File: config.mk
export PLATFORM = sky130hd
export DESIGN_NAME = binary_to_roman_numeral
export DESIGN_NICKNAME = d
export VERILOG_FILES = /design/src/sv/b2r_pkg.sv /design/src/sv/binary_to_roman_numeral.sv /design/src/sv/b2r_dp.sv /design/src/sv/b2r_ctrl.sv
export SDC_FILE = /design/constraint.sdc
export NUM_CORES = 1
export LEC_CHECK = 0
export ABC_AREA = 1
export BUFFER_PORTS_ARGS = -buffer_cell sky130_fd_sc_hd__buf_2
export CORE_ASPECT_RATIO = 1.4
export CORE_MARGIN = 2
export CORE_UTILIZATION = 50
export CTS_BUF_LIST = sky130_fd_sc_hd__clkbuf_8
export CTS_CLUSTER_DIAMETER = 100
export DETAILED_ROUTE_END_ITERATION = 10
export PLACE_DENSITY = 0.8
export SKIP_LAST_GASP = 1
export SLEW_MARGIN = 10
export SYNTH_ARGS = -nofsm -noshare
export SYNTH_HDL_FRONTEND = slang
export SYNTH_SLANG_ARGS = --single-unit
export TNS_END_PERCENT = 1
File: constraint.sdc
create_clock -name clock -period 8.95 [get_ports clock]
set_input_delay 0.4475 -clock clock [delete_from_list [all_inputs] [get_ports clock]]
set_output_delay 0.4475 -clock clock [all_outputs]
set_load 0.005 [all_outputs]
File: src/sv/b2r_pkg.sv
// ----------------------------------------------------------------------------
// b2r_pkg
// Shared types, constants and symbol table for the binary to Roman numeral
// converter.
// ----------------------------------------------------------------------------
package b2r_pkg;

   // field widths
   localparam int ValueWidth  = 12;
   localparam int SymbolWidth = 8;
   localparam int ReqDataWidth = 16;   // value padded to whole bytes
   localparam int RspDataWidth = 8;

   // largest value that has a numeral
   localparam logic [ValueWidth-1:0] VALUE_MAX = 12'd3999;

   // ASCII codes
   localparam logic [SymbolWidth-1:0] CH_NONE = 8'h00;
   localparam logic [SymbolWidth-1:0] CH_I    = 8'h49;
   localparam logic [SymbolWidth-1:0] CH_V    = 8'h56;
   localparam logic [SymbolWidth-1:0] CH_X    = 8'h58;
   localparam logic [SymbolWidth-1:0] CH_L    = 8'h4C;
   localparam logic [SymbolWidth-1:0] CH_C    = 8'h43;
   localparam logic [SymbolWidth-1:0] CH_D    = 8'h44;
   localparam logic [SymbolWidth-1:0] CH_M    = 8'h4D;

   // symbol table: 13 entries, largest weight first
   localparam int NumEntries = 13;
   localparam int IdxWidth   = $clog2(NumEntries);

   typedef logic [IdxWidth-1:0]    idx_type;
   typedef logic [ValueWidth-1:0]  value_type;
   typedef logic [SymbolWidth-1:0] symbol_type;

   // controller to datapath
   typedef struct packed {
      logic load;          // take a new value
      logic emit_first;    // produce next entry's first (or only) character
      logic emit_second;   // produce second character of a subtractive pair
   } cmd_type;

   // datapath to controller
   typedef struct packed {
      logic oor;           // loaded value has no numeral
      logic pair;          // selected entry is a two-character pair
      logic fin_first;     // first-character step ends the numeral
      logic fin_second;    // second-character step ends the numeral
   } status_type;

   function automatic value_type sym_weight(input idx_type idx);
      value_type w;
      case (idx)
         4'd0:    w = 12'd1000;
         4'd1:    w = 12'd900;
         4'd2:    w = 12'd500;
         4'd3:    w = 12'd400;
         4'd4:    w = 12'd100;
         4'd5:    w = 12'd90;
         4'd6:    w = 12'd50;
         4'd7:    w = 12'd40;
         4'd8:    w = 12'd10;
         4'd9:    w = 12'd9;
         4'd10:   w = 12'd5;
         4'd11:   w = 12'd4;
         4'd12:   w = 12'd1;
         default: w = 12'd1;
      endcase
      return w;
   endfunction

   function automatic symbol_type sym_first(input idx_type idx);
      symbol_type s;
      case (idx)
         4'd0:    s = CH_M;
         4'd1:    s = CH_C;
         4'd2:    s = CH_D;
         4'd3:    s = CH_C;
         4'd4:    s = CH_C;
         4'd5:    s = CH_X;
         4'd6:    s = CH_L;
         4'd7:    s = CH_X;
         4'd8:    s = CH_X;
         4'd9:    s = CH_I;
         4'd10:   s = CH_V;
         4'd11:   s = CH_I;
         4'd12:   s = CH_I;
         default: s = CH_NONE;
      endcase
      return s;
   endfunction

   function automatic symbol_type sym_second(input idx_type idx);
      symbol_type s;
      case (idx)
         4'd1:    s = CH_M;
         4'd3:    s = CH_D;
         4'd5:    s = CH_C;
         4'd7:    s = CH_L;
         4'd9:    s = CH_X;
         4'd11:   s = CH_V;
         default: s = CH_NONE;
      endcase
      return s;
   endfunction

   function automatic logic sym_is_pair(input idx_type idx);
      logic p;
      case (idx)
         4'd1, 4'd3, 4'd5, 4'd7, 4'd9, 4'd11: p = 1'b1;
         default:                             p = 1'b0;
      endcase
      return p;
   endfunction

endpackage

File: src/sv/binary_to_roman_numeral.sv
// On acceptance the value is loaded into the remainder register; the numeral's
// characters are then registered into the output register, one character per
// cycle while rsp_tready does not hold one back. A numeral has 1 to 15
// characters; an out-of-range value gives one error item. A new item is
// accepted only once the last character of the current item has been registered.
// Reset: synchronous, active high; clears the controller state and rsp_tvalid.
// ----------------------------------------------------------------------------
// binary_to_roman_numeral
// Converts a 12-bit binary number into its Roman numeral, one ASCII character
// per output item, the final one marked by rsp_tlast.
// ----------------------------------------------------------------------------
module binary_to_roman_numeral
   import b2r_pkg::*;
(
   input  logic                    clock,
   input  logic                    reset,
   input  logic                    req_tvalid,
   output logic                    req_tready,
   input  logic [ReqDataWidth-1:0] req_tdata,   // [11:0] value, [15:12] zero
   output logic                    rsp_tvalid,
   input  logic                    rsp_tready,
   output logic [RspDataWidth-1:0] rsp_tdata,   // [7:0] symbol
   output logic                    rsp_tlast,   // last
   output logic                    rsp_tuser    // [0] out_of_range
);

   cmd_type    cmd;
   status_type status;

   b2r_ctrl u_ctrl (
      .clock      (clock),
      .reset      (reset),
      .req_tvalid (req_tvalid),
      .req_tready (req_tready),
      .rsp_tvalid (rsp_tvalid),
      .rsp_tready (rsp_tready),
      .status     (status),
      .cmd        (cmd)
   );

   b2r_dp u_dp (
      .clock        (clock),
      .value        (req_tdata[ValueWidth-1:0]),
      .cmd          (cmd),
      .status       (status),
      .symbol       (rsp_tdata),
      .last         (rsp_tlast),
      .out_of_range (rsp_tuser)
   );

endmodule

File: src/sv/b2r_dp.sv
// ----------------------------------------------------------------------------
// b2r_dp
// Datapath: remainder register, largest-symbol search, character and
// output registers.
// ----------------------------------------------------------------------------
module b2r_dp
   import b2r_pkg::*;
(
   input  logic       clock,
   input  value_type  value,
   input  cmd_type    cmd,
   output status_type status,
   output symbol_type symbol,
   output logic       last,
   output logic       out_of_range
);

   value_type  rem_ff,  rem_in;
   logic       oor_ff,  oor_in;
   idx_type    sel_ff,  sel_in;
   symbol_type sym_ff,  sym_in;
   logic       last_ff, last_in;
   logic       err_ff,  err_in;

   idx_type    idx;
   value_type  rem_first;
   value_type  rem_second;

   // largest table weight not above the remainder
   always_comb begin
      idx = idx_type'(NumEntries - 1);
      for (int i = NumEntries - 1; i >= 0; i--) begin
         if (rem_ff >= sym_weight(idx_type'(i))) begin
            idx = idx_type'(i);
         end
      end
   end

   assign rem_first  = rem_ff - sym_weight(idx);
   assign rem_second = rem_ff - sym_weight(sel_ff);

   assign status.oor        = oor_ff;
   assign status.pair       = sym_is_pair(idx);
   assign status.fin_first  = oor_ff | (~sym_is_pair(idx) & (rem_first == '0));
   assign status.fin_second = (rem_second == '0);

   // next values
   always_comb begin
      rem_in  = rem_ff;
      oor_in  = oor_ff;
      sel_in  = sel_ff;
      sym_in  = sym_ff;
      last_in = last_ff;
      err_in  = err_ff;
      if (cmd.load) begin
         rem_in = value;
         oor_in = (value == '0) | (value > VALUE_MAX);
      end
      if (cmd.emit_first) begin
         sel_in  = idx;
         sym_in  = oor_ff ? CH_NONE : sym_first(idx);
         last_in = status.fin_first;
         err_in  = oor_ff;
         if (!oor_ff && !sym_is_pair(idx)) begin
            rem_in = rem_first;
         end
      end
      if (cmd.emit_second) begin
         sym_in  = sym_second(sel_ff);
         last_in = status.fin_second;
         err_in  = 1'b0;
         rem_in  = rem_second;
      end
   end

   // payload registers, no reset needed
   always_ff @(posedge clock) begin
      rem_ff  <= rem_in;
      oor_ff  <= oor_in;
      sel_ff  <= sel_in;
      sym_ff  <= sym_in;
      last_ff <= last_in;
      err_ff  <= err_in;
   end

   assign symbol       = sym_ff;
   assign last         = last_ff;
   assign out_of_range = err_ff;

endmodule

File: src/sv/b2r_ctrl.sv
// ----------------------------------------------------------------------------
// b2r_ctrl
// Controller: input handshake, character sequencing and output valid.
// ----------------------------------------------------------------------------
module b2r_ctrl
   import b2r_pkg::*;
(
   input  logic       clock,
   input  logic       reset,
   input  logic       req_tvalid,
   output logic       req_tready,
   output logic       rsp_tvalid,
   input  logic       rsp_tready,
   input  status_type status,
   output cmd_type    cmd
);

   typedef enum logic [1:0] {
      ST_IDLE,
      ST_EMIT,
      ST_EMIT2
   } state_type;

   state_type state_ff;
   logic      rsp_valid_ff;
   logic      out_free;

   // output register can take a character this cycle
   assign out_free = ~rsp_valid_ff | rsp_tready;

   assign req_tready      = (state_ff == ST_IDLE);
   assign cmd.load        = req_tready & req_tvalid;
   assign cmd.emit_first  = (state_ff == ST_EMIT) & out_free;
   assign cmd.emit_second = (state_ff == ST_EMIT2) & out_free;

   // state and output valid
   always_ff @(posedge clock) begin
      if (reset) begin
         state_ff     <= ST_IDLE;
         rsp_valid_ff <= 1'b0;
      end else begin
         case (state_ff)
            ST_IDLE: begin
               if (cmd.load) begin
                  state_ff <= ST_EMIT;
               end
            end
            ST_EMIT: begin
               if (cmd.emit_first) begin
                  if (status.fin_first) begin
                     state_ff <= ST_IDLE;
                  end else if (status.pair) begin
                     state_ff <= ST_EMIT2;
                  end
               end
            end
            ST_EMIT2: begin
               if (cmd.emit_second) begin
                  state_ff <= status.fin_second ? ST_IDLE : ST_EMIT;
               end
            end
            default: state_ff <= ST_IDLE;
         endcase

         if (cmd.emit_first || cmd.emit_second) begin
            rsp_valid_ff <= 1'b1;
         end else if (rsp_tready) begin
            rsp_valid_ff <= 1'b0;
         end
      end
   end

   assign rsp_tvalid = rsp_valid_ff;

endmodule

## After elaboration in Yosys (flattened, before gate mapping)

Memories as Yosys holds them, arrays and structs flattened. A register that Yosys moved wholly into a read port is not among the register bits.
Index checks and enable logic that the tools add are counted.

| storage, ports and cells | value |
|---|---|
| flip-flop bits (word level) | 30 |
| memory bits (read-only) | 416 |
| bits of input ports | 20 |
| memories | 3 |

Memory list:

| name | words | width | read ports | clocked after Yosys merged registers in | wr ports | RTL line | source |
|---|---|---|---|---|---|---|---|
| (no name shown) | 16 | 10 | 1 | 1 | 0 | b2r_pkg.sv:52 | `case (idx)` |
| (no name shown) | 16 | 10 | 1 | 0 | 0 | b2r_pkg.sv:52 |  |
| (no name shown) | 16 | 6 | 1 | 0 | 0 | b2r_pkg.sv:73 | `case (idx)` |

| cells by class | value |
|---|---|
| add/subtract/negate cells | 2 |
| $lt $le $gt $ge | 13 |
| eq/ne operators | 18 |
| mux-type cells | 34 |
| bitwise operators | 9 |
| reductions and logical operators | 12 |

Operators by type and width:

| cell | count |
|---|---|
| 12-bit two-way mux | 4 |
| 7-bit case mux with 6 select lines | 1 |
| 12-bit logical NOT | 3 |
| 4-bit two-way mux | 9 |
| 12-bit by 10-bit >= comparator with 1-bit output, second input constant | 2 |
| 12-bit by 3-bit >= comparator with 1-bit output, second input constant | 2 |
| 12-bit by 4-bit >= comparator with 1-bit output, second input constant | 2 |
| 12-bit by 6-bit >= comparator with 1-bit output, second input constant | 2 |
| 12-bit by 7-bit >= comparator with 1-bit output, second input constant | 2 |
| 12-bit by 9-bit >= comparator with 1-bit output, second input constant | 2 |
| 8-bit two-way mux | 3 |
| 12-bit subtractor | 2 |
| 4-bit by 3-bit equality test with 1-bit output, second input constant | 4 |
| 4-bit equality test, second input constant | 4 |
| 12-bit > comparator, second input constant | 1 |
| 3-bit two-way mux | 4 |
| 2-bit two-way mux | 5 |
| 4-bit by 1-bit equality test with 1-bit output, second input constant | 2 |
| 4-bit by 2-bit equality test with 1-bit output, second input constant | 2 |
| 1-bit two-way mux | 7 |
| 2-bit case mux with 3 select lines | 1 |
| 6-bit OR reduction | 1 |
| 1-bit bitwise AND | 4 |
| 2-bit by 1-bit inequality test with 1-bit output, second input constant | 2 |
| other kinds (12) | 17 |

## Longest topological paths before layout

Gate-level depths: netlist (run 1).

| logic depth | value |
|---|---|
| depth in word-level cells | 22 |
| gate-level depth with buffers | 33 |
| depth with buffers taken out | 33 |

## By module

From an unflattened synthesis (run 1), not the netlist that was laid out.

| unflattened totals | value |
|---|---|
| cell total of the unflattened synthesis | 536 |
| area, all modules | 3505.9 um^2 |

By module, submodules not included:

| module | instances | cells an instance | area each (um^2) | sequential area each (um^2) |
|---|---|---|---|---|
| b2r_dp | 1 | 491 | 3274.4 | 800.8 |
| b2r_ctrl | 1 | 45 | 231.5 | 60.1 |

## Worst setup path after synthesis (run 1)

OpenSTA, ideal clock, no wires.

| path | value |
|---|---|
| path kind | register to register |
| start point | reg u_dp.rem_ff[9] |
| end point | reg u_dp.last_ff (netlist: u_dp.last), data pin |
| arrival | 3.435 ns |
| data required time | 8.804 ns |
| setup slack | 5.369 ns |
| cell stages (with the launch flop) | 31 |
| path buffers | 0 |
| clock period less this slack | 3.581 ns |
| cells stage by stage | dfxtp_1 nor2_4 nand2_2 nor2_4 nand3_1 nand2_1 nand2_1 nand2_1 nand2_2 nand2_2 nand2_2 nand2_4 nand2_4 ha_1 nor2_1 nor2_1 ha_1 fa_1 inv_1 nand3_1 nand2_1 nand2_1 nand2_1 nand2_1 nand2_1 nand2_1 nor3_1 nand2_1 o21ai_0 inv_1 a21oi_1 |

| between the ends | value |
|---|---|
| longest elaborated chain between the ends | 21 |

Ends and longest elaborated chain:

| element | RTL line | source |
|---|---|---|
| from (decl) | b2r_dp.sv:18 | `value_type rem_ff, rem_in;` |
| from (signal assigned) | b2r_dp.sv:78 | `rem_ff <= rem_in;` |
| branches (longest 20 deep; another with 12-bit by 3-bit >= comparator with 1-bit output) | -- |  |
| 1-bit two-way mux * | b2r_dp.sv:68 | `if (cmd.emit_second) begin` |
| net u_dp.last_in | b2r_dp.sv:22 | `logic last_ff, last_in;` |
| to (signal assigned) | b2r_dp.sv:82 | `last_ff <= last_in;` |
| to (decl) | b2r_dp.sv:22 |  |

Mark *: on every way through the listed nets, which the timed path passes. The select of a mux whose other input is x is not followed.
A chain may end at the register's enable or synchronous reset.

## Final worst setup path (run 1)

| path | value |
|---|---|
| start point | reg u_dp.rem_ff[5] |
| end point | reg u_dp.last_ff (netlist: u_dp.last), data pin |

RTL lines:

| element | RTL line | source |
|---|---|---|
| 12-bit by 6-bit >= comparator with 1-bit output | b2r_dp.sv:33 | `if (rem_ff >= sym_weight(idx_type'(i))) begin` |
| 4-bit two-way mux (7 in series) | b2r_dp.sv:33 |  |
| 4-bit two-way mux * | b2r_dp.sv:33 |  |
| net u_dp.idx[3] | b2r_dp.sv:25 | `idx_type idx;` |
| branches (longest 4 deep; another with 12-bit subtractor) | -- |  |
| 1-bit bitwise AND * | b2r_dp.sv:44 | `assign status.fin_first = oor_ff \| (~sym_is_pair(idx) & (rem_first == '0));` |
| 1-bit OR * | b2r_dp.sv:44 |  |
| 1-bit two-way mux * | b2r_dp.sv:59 | `if (cmd.emit_first) begin` |
| 1-bit two-way mux * | b2r_dp.sv:68 |  |
| net u_dp.last_in | b2r_dp.sv:22 |  |

Marks and branches as above.

==> results of run 1 <==
## cells in the mapped netlist, types with 8 or more instances
master | count | share of area, %
nor2_1 | 54 | 5.3
nand3_1 | 54 | 7.1
a21oi_1 | 22 | 2.9
nor3_1 | 8 | 1.1
nand4_1 | 13 | 2.1
o21ai_0 | 37 | 4.9
ha_1 | 26 | 8.5
inv_1 | 93 | 9.2
edfxtp_1 | 12 | 9.5
dfxtp_1 | 25 | 13
nand2_1 | 159 | 16
nand2_2 | 8 | 1.3
## worst max path at each step
stage | startpoint | end | slack [ps] | cells past startpoint
after global placement | u_dp.rem_ff[5] | u_dp.last | 4690 | 29
after CTS | u_dp.rem_ff[5] | u_dp.last | 4620 | 29
final | u_dp.rem_ff[5] | u_dp.last | 4540 | 29
after global routing | u_dp.rem_ff[5] | u_dp.last | 4160 | 29
after floorplan | u_dp.rem_ff[9] | u_dp.last | 5370 | 30
after detailed placement | u_dp.rem_ff[5] | u_dp.last | 4670 | 29
## logic make-up after synthesis
logic type / after synthesis / synth area share, %
flip-flops: 37 / 22.6
buffers and inverters: 111 / 11.2
AND/OR/NAND/NOR: 325 / 40.8
AO/OA/AOI/OAI: 90 / 14.5
adder cells (fa/ha/maj): 28 / 9.60
other: 1 / 0.0985
XOR/XNOR: 5 / 1.15
## per-stage QoR
stage | worst slack (ps) | std cells | instance area [um2] | utilization [%] | hold slack (ps)
finish | 4540 | 719 | 4100 | 55.7 | 433
global route | 4160 | 719 | 4100 | 55.7 | 456
CTS | 4620 | 719 | 4100 | 55.7 | 435
detailed placement | 4670 | 711 | 4020 | 54.6 | 493
global placement | 4690 | 711 | 4020 | 54.6 | 488
floorplan | 5370 | 598 | 3810 | - | 491
## per-layer routing
metal / track usage [%] / vias to the layer above / share of wire [%]
met2: 48.2 / 145 / 51
met5: 0 / - / 0
met4: 15.1 / 0 / 5.4
li1: - / 1988 / -
met1: 27.1 / 1795 / 38
met3: 3.11 / 44 / 5.2
## final cells by class
type / instances / share of cell area, %
timing repair buffer: 26 / 3.23
clock buffer: 5 / 1.68
tap: 97 / 2.96
clock inverter: 3 / 0.396
multi-input combinational: 450 / 61.5
inverter: 101 / 9.30
sequential: 37 / 21.0
## worst register-to-register path, delay by kind of cell, from the launching register on
kind / cells / cell delay (ps)
adder cells (fa/ha/maj): 3 / 960
buffers and inverters: 3 / 400
AO/OA/AOI/OAI: 3 / 570
AND/OR/NAND/NOR: 20 / 1770
flip-flops: 1 / 560
==> results.cfg, run 1 <==
[status]
status = finished clean

[timing]
hold_violations = 0
min_period_ps = 4410
slew_headroom_pct = 63.6
fin_skew_ps = 9.27
grt_setup_unrepaired = no
max_freq_mhz = 227
drv_slew = 0
setup-violations-final = 0
worstMarginPinSlew_ps = 545
finalSetupTns_ps = 0
post-route-period-util_pct = 49.3

[logic_synthesis]
yosysSeqAreaShare_pct = 22.6
synth.distinct_cells = 47
synth.ff_latch_count = 37
synth_cells = 597
syn-mean-instance-area_um2 = 6.38
synth_edf_count = 12
syn_area_mm2 = 0.00381
synth_top_flop_cell = dfxtp_1
postSynth.asyncResetShare_pct = 0
ys_warn_count = 0

[placed_design]
place_congestion = 1.01
io_buffers = 25
dp_hpwl_mm = 8.41

[floorplanning]
fp-row-count = 37
die_h_um = 107
initial_core_util_pct = 51.7
core_mm2 = 0.00736
die-area_mm2 = 0.00834
die-width_um = 77.7
pin_count = 32

[clocking]
cts-hold-fix-buffers = 0
clock-sinks = 37
cts_resized = 0
post-cts-setup-buffers = 0
clock_latency_ps = 300
cts_tree = built
root_buffer = clkbuf_8
ctsHtreeMaxLevel = 2
cts.path.max_buffers = 2
clk_pin_slew_ps = 80
cts_buffers = 5

[worst_setup_path]
critPathKind = flop to flop
cpMaxStageDelayCell = dfxtp_1
reg2reg_to = u_dp.last
slowest_delay_ps = 560
r2r_slack_ps = 4540
rr_worst_depth = 29
cp_top_family = simple AND/OR/NAND/NOR gates
required_ps = 9090
cp.arrival_ps = 4550
critPathLaunchType = flop
crit_top_cell = nand2_1
r2r-start = u_dp.rem_ff[5]
crit_path_end_kind = flop
cp_max_fo = 9
crit_buf_inv = 3

[hold_path]
min_from = reset
worstHoldEndpoint = u_ctrl.rsp_tvalid
whs_path_depth = 4
hold_class = input port to flop

[finish]
area_growth_pct = 7.79
fillCellCount = 705
regArea_um2 = 861
layout_common_cells = nand2_1, inv_1, nor2_1, nand3_1, o21ai_0
multi_input_area_mm2 = 0.00252
layout.nets = 669
final_common_cell = nand2_1
diodes = 0
layout-drive-gt1-share_pct = 12.1

[drt]
drtPass1Iterations = 5
vias_per_cell = 5.52
routed_wl_mm = 10.3
drc_errors = 0
wire_per_inst_um = 14.3
drt_iter0_drc = 334
num_vias = 3972
postRouteAntennaNets = 0

[global_routing]
grt_usage_pct = 25.7
antenna_found_initial = 0
grt_pass1_vias = 3842
grt_pass1_wl_mm = 17.0
grt-ovfl-total = 0
grt_max_degree = 24

[job]
maxCapViolCount = 0
Power of run 1 is left out: the tool's default activity adds up to more than one toggle a clock period on the data nets, which glitch-free logic cannot reach.
==> run 2, diff against run 1 <==
ABC_AREA = 0   (was 1)
clock period = 4.5 ns   (was 8.95 ns; I/O delays follow)
==> run 2 against run 1 <==
Compared with the run above: the flow now finishes with violations (negative setup slack); clock skew hardly changed; first-iteration DRC count is 35% lower; flip-flop and latch count stayed put; register-to-register slack worse by 4600 ps; via count is 13% lower; critical endpoint unchanged.
==> results.cfg, run 2 <==
[global_routing]
grt-ovfl-total = 0
grt_usage_pct = 26.5
antenna_found_initial = 0
grt_max_degree = 25
grt_pass1_wl_mm = 15.2
grt_pass1_vias = 3232

[worst_setup_path]
reg2reg_to = u_dp.last
cp.arrival_ps = 4770
cp_max_fo = 4
cp_top_family = compound AO/OA/AOI/OAI gates
r2r_slack_ps = -100
rr_worst_depth = 19
required_ps = 4660
r2r-start = u_dp.rem_ff[11]
crit_path_end_kind = flop
slowest_delay_ps = 520
worstPathCellList = or3_4, nor3_4, o21ai_1, a221oi_2, o21ai_2, ha_4, nand2_1, a21oi_1, nor2_1, ha_1, nor2b_1, o21a_1, a311o_1, buf_4, xnor2_2, o21ai_0, or4_4, nor4_4, o31a_1
crit_buf_inv = 1
critPathKind = flop to flop
critPathLaunchType = flop
cpMaxStageDelayCell = or4_4

[logic_synthesis]
yosysSeqAreaShare_pct = 25.8
postSynth.asyncResetShare_pct = 0
synth.ff_latch_count = 37
synth_top_area_cell = dfxtp_1
synth.distinct_cells = 62
yosys.area.top_type_share_pct = 15.0
syn_area_mm2 = 0.00333
syn-mean-instance-area_um2 = 7.77
synth_edf_count = 12
ys_warn_count = 0
synth_cells = 429
synth_common_cells = nand2_1, nor2_1, o21ai_0
synth_top_flop_cell = dfxtp_1
synth_area_leaders = dfxtp_1, edfxtp_1, ha_1

[power]
p_sw_share_pct = 48.4
internal-power_uw = 1780
comb_power_share_pct = 76.4
irDropWorstVdd_uv = 375
p_leak_uw = 0.00175
p_clk_share_pct = 7.1
pwr-share-seq_pct = 16.6
p_sw_uw = 1670
powerDensity_mw_per_mm2 = 859

[hold_path]
whs_path_depth = 2
worstHoldEndpoint = u_ctrl.state_ff[0]
min_from = reset
hold_class = input port to flop

[finish]
layout_common_cells = buf_4, nand2_1, nor2_1, o21ai_0
diodes = 0
final_common_cell = buf_4
area_growth_pct = 20.7
layout.nets = 539
utilization_pct = 61.7
layout-drive-gt1-share_pct = 23.0

[floorplanning]
die-area_mm2 = 0.00734
die_h_um = 101
pin_count = 32
die-width_um = 73.0
fp-row-count = 35
initial_core_util_pct = 51.1
core_mm2 = 0.00653

[clocking]
clock_latency_ps = 300
root_buffer = clkbuf_8
cts_buffers = 5
ctsHtreeMaxLevel = 2
clk_pin_slew_ps = 80
clock-sinks = 37
cts.path.max_buffers = 2
cts_tree = built

[timing]
setup-violations-final = 2
fin_skew_ps = 9.64
grt_setup_unrepaired = yes
drv_slew = 0
min_period_ps = 4600
post-route-period-util_pct = 102
hold_violations = 0
worstMarginPinSlew_ps = 774
max_freq_mhz = 217
fin_ws_ps = -102
slew_headroom_pct = 48.4

[drt]
num_vias = 3453
routed_wl_mm = 9.54
drc_errors = 0
wire_per_inst_um = 16.9
drt_iter0_drc = 217
vias_per_cell = 6.10
postRouteAntennaNets = 0
drtPass1Iterations = 5

[placed_design]
place_congestion = 1.02
pre_cts_slack_ps = -147
io_buffers = 25
dp_hpwl_mm = 7.40

[job]
maxCapViolCount = 0

[status]
status = complete, but fails checks
violations = negative setup slack
run 2: changes by cell type after synthesis, sizes merged, moves of 8 or more:
cell and delta:
nand2b +12, nand4 -13, nor2 -20, nand3 -45
mux2i +14, nand2 -128, nor2b +8, xnor2 +9
nor4 +9, inv -78
run 2: routing by layer:
| metal | share of wire (%) | track usage, % |
|---|---|---|
| met1 | 39 | 31.1 |
| met2 | 52 | 48.4 |
| met3 | 4.8 | 2.60 |
| met4 | 3.6 | 9.83 |
| met5 | 0 | 0 |
run 2: cell type report:
class	instances	area (um2)
Clock inverter	3	18.8
Clock buffer	5	68.8
Inverter	24	90.1
Sequential cell	37	870
Timing Repair Buffer	71	474
Fill cell	577	2500
Tap cell	74	92.6
Multi-Input combinational cell	352	2410
run 2: per-stage QoR:
stage               setup TNS, ps  hold WS (ps)  std cells  power, uW  cell area (um2)
floorplan                       0           294        430       2180             3340
global placement                0           422        551       2860             3780
detailed placement           -179           423        551       2930             3780
CTS                         -3.94           112        562       3290             3950
global route                 -585           128        566       3730             4020
finish                       -180           115        566       3460             4020
run 2: cell families after synthesis:
kind of cell	Yosys count	share of synthesized area, %
other	1	0.113
flip-flops	37	25.8
AO/OA/AOI/OAI	119	23.3
buffers and inverters	41	4.84
adder cells (fa/ha/maj)	28	11.0
XOR/XNOR	18	4.73
multiplexers	16	4.88
AND/OR/NAND/NOR	169	25.4
run 2: repair_timing:
action,4_1_cts,5_1_grt
hold buffers,0,0
endpoints found under the setup margin,2,3
resized for setup,15,14
setup buffers,3,4
pin swaps,7,10
run 2: worst max-delay path by stage:
stage | startpoint | endpoint | cells past startpoint
6_report | u_dp.rem_ff[11] | u_dp.last | 19
5_1_grt | u_dp.rem_ff[11] | u_dp.last | 20
4_1_cts | u_dp.rem_ff[11] | u_dp.last | 20
3_5_place_dp | u_dp.rem_ff[2] | u_dp.last | 18
3_3_place_gp | u_dp.rem_ff[2] | u_dp.last | 18
2_1_floorplan | u_dp.rem_ff[3] | u_dp.last | 19
run 2: power by group through the flow:
stage	Sequential, uW	Combinational [uW]	Clock [uW]
after floorplan	562	1620	0
after global placement	558	2310	0
after detailed placement	564	2370	0
after CTS	563	2480	247
after global routing	589	2880	257
final	572	2640	245
run 2: worst reg2reg max path, delay by kind of cell, from the launching register on:
| family | cells | cell delay, ps |
|---|---|---|
| xor gates and xnor gates | 1 | 170 |
| buffers and inverters | 1 | 160 |
| adders and majority gates | 2 | 570 |
| DFF | 1 | 320 |
| and+or+nand+nor | 7 | 1600 |
| AOI/OAI and AO/OA | 8 | 1650 |
No activity file was read; power rests on OpenSTA's default activity.
==> run 3, diff against run 2 <==
CTS_CLUSTER_DIAMETER = 80   (was 100)
PLACE_DENSITY = 0.68   (was 0.8)
==> run 3 against run 2 <==
Compared with the run above: the flow now finishes without violations; utilization shrank 0.42 points; worst hold slack gained 2.0 ps; non-clock buffer count shrank 3; flip-flop and latch count is the same; first-iteration DRC count shrank 16%; sequential share of layout area is essentially flat; final area shrank 0.68%; critical endpoint is now u_ctrl.state_ff[0]; largest power group unchanged.
==> results.cfg, run 3 (synthesis gave the netlist of run 2 again) <==
[status]
status = finished clean

[floorplanning]
pin_count = 32
initial_core_util_pct = 51.1
core_mm2 = 0.00653
die_h_um = 101
die-width_um = 73.0
fp-row-count = 35
die-area_mm2 = 0.00734

[worst_setup_path]
r2r_slack_ps = 7
rr_worst_depth = 19
required_ps = 4670
critPathLaunch = u_dp.rem_ff[11]
r2r-start = u_dp.rem_ff[11]
critPathKind = flop to flop
cp_max_fo = 4
critPathLaunchType = flop
reg2reg_to = u_ctrl.state_ff[0]
crit_path_end = u_ctrl.state_ff[0]
crit_path_end_kind = flop
cp.arrival_ps = 4670

[drt]
drt_iter0_drc = 182
num_vias = 3336
wire_per_inst_um = 15.9
drtPass1Iterations = 5
drc_errors = 0
routed_wl_mm = 8.98
postRouteAntennaNets = 0
vias_per_cell = 5.93

[finish]
layout-drive-gt1-share_pct = 20.7
area_growth_pct = 19.9
diodes = 0
fillCellCount = 631
regArea_um2 = 865
layout_common_cells = nand2_1, nor2_1, buf_4, o21ai_0
multi_input_area_mm2 = 0.00238
fin_cells = 563
layout.nets = 536

[power]
powerDensity_mw_per_mm2 = 835
internal-power_uw = 1760
comb_power_share_pct = 74.0
p_clk_share_pct = 9.2
p_sw_share_pct = 47.4
irDropWorstVdd_uv = 413
pwr-share-seq_pct = 16.8
p_sw_uw = 1580
p_leak_uw = 0.00173

[clocking]
cts-hold-fix-buffers = 0
clock_latency_ps = 290
ctsHtreeMaxLevel = 2
root_buffer = clkbuf_8
clk_pin_slew_ps = 80
cts.path.max_buffers = 2
clock-sinks = 37
cts_tree = built
cts_buffers = 5

[timing]
grt_setup_unrepaired = yes
setup-violations-final = 0
min_period_ps = 4490
max_freq_mhz = 223
slew_headroom_pct = 46.4
fin_ws_ps = 6.83
fin_skew_ps = 7.01
worstMarginPinSlew_ps = 798
drv_slew = 0
post-route-period-util_pct = 99.8
hold_violations = 0

[placed_design]
io_buffers = 25
dp.cells = 554
place_congestion = 0.920
dp_hpwl_mm = 7.23
pre_cts_slack_ps = -65.5

[global_routing]
grt_pass1_wl_mm = 14.6
grt_max_degree = 25
grt-ovfl-total = 0
grt_usage_pct = 25.4
antenna_found_initial = 0
grt_pass1_vias = 3187

[hold_path]
hold_class = input port to flop
whs_path_depth = 2

[job]
maxCapViolCount = 0
-- run 3: area by class of cell --
cell class | count | share of cell area, %
clock buffer | 6 | 2.07
clock inverter | 2 | 0.939
multi-input combinational | 352 | 59.5
timing repair buffer | 68 | 11.3
inverter | 24 | 2.25
tap | 74 | 2.32
sequential | 37 | 21.6
-- run 3: worst min-delay path by stage --
stage	end	slack (ps)	start
6_report	u_ctrl.rsp_tvalid	120	reset
5_1_grt	u_ctrl.rsp_tvalid	120	reset
4_1_cts	u_ctrl.rsp_tvalid	120	reset
3_5_place_dp	u_ctrl.rsp_tvalid	430	reset
3_3_place_gp	u_ctrl.state_ff[0]	420	reset
2_1_floorplan	u_ctrl.rsp_tvalid	290	reset
-- run 3: power groups by stage --
stage,registers [uW],logic (uW),clock network (uW)
detailed placement,562,2350,0
CTS,558,2400,309
global placement,558,2320,0
floorplan,562,1620,0
finish,559,2470,308
global route,572,2740,319
-- run 3: worst max-delay path, cell delays in order, from the launching register on --
cell,delay (ps)
dfxtp_1,320
or3_4,390
nor3_4,240
buf_6,140
and3_4,160
o21ai_0,110
a21oi_2,220
ha_4,240
nor2_1,100
nor2_1,60
ha_1,200
fa_2,360
nor2b_1,120
o21a_1,200
nor2_1,70
xnor2_1,140
or4b_4,530
or4_4,460
o41ai_2,210
a31oi_1,120
-- run 3: what timing repair did --
item | in CTS | in global routing
setup endpoints to repair | 2 | 3
gates resized for setup | 8 | 6
buffers inserted | 1 | 0
pin swaps | 6 | 5
-- run 3: routing by layer --
| layer | vias up | part of all wire, % | global-route usage, % |
|---|---|---|---|
| met1 | 1542 | 41 | 29.0 |
| met4 | 0 | 4.0 | 11.5 |
| met2 | 88 | 52 | 46.3 |
| li1 | 1679 | - | - |
| met5 | - | 0 | 0 |
| met3 | 27 | 2.9 | 2.70 |
-- run 3: per-stage QoR --
step	setup TNS [ps]	total power, uW	area [um2]	util, %	hold WS, ps
after floorplan	0	2180	3340	-	294
after global placement	-12.0	2880	3800	58.3	422
after detailed placement	-127	2910	3800	58.3	425
after CTS	-79.0	3270	3960	60.7	116
after global routing	-458	3630	4000	61.2	115
final	0	3340	4000	61.2	117
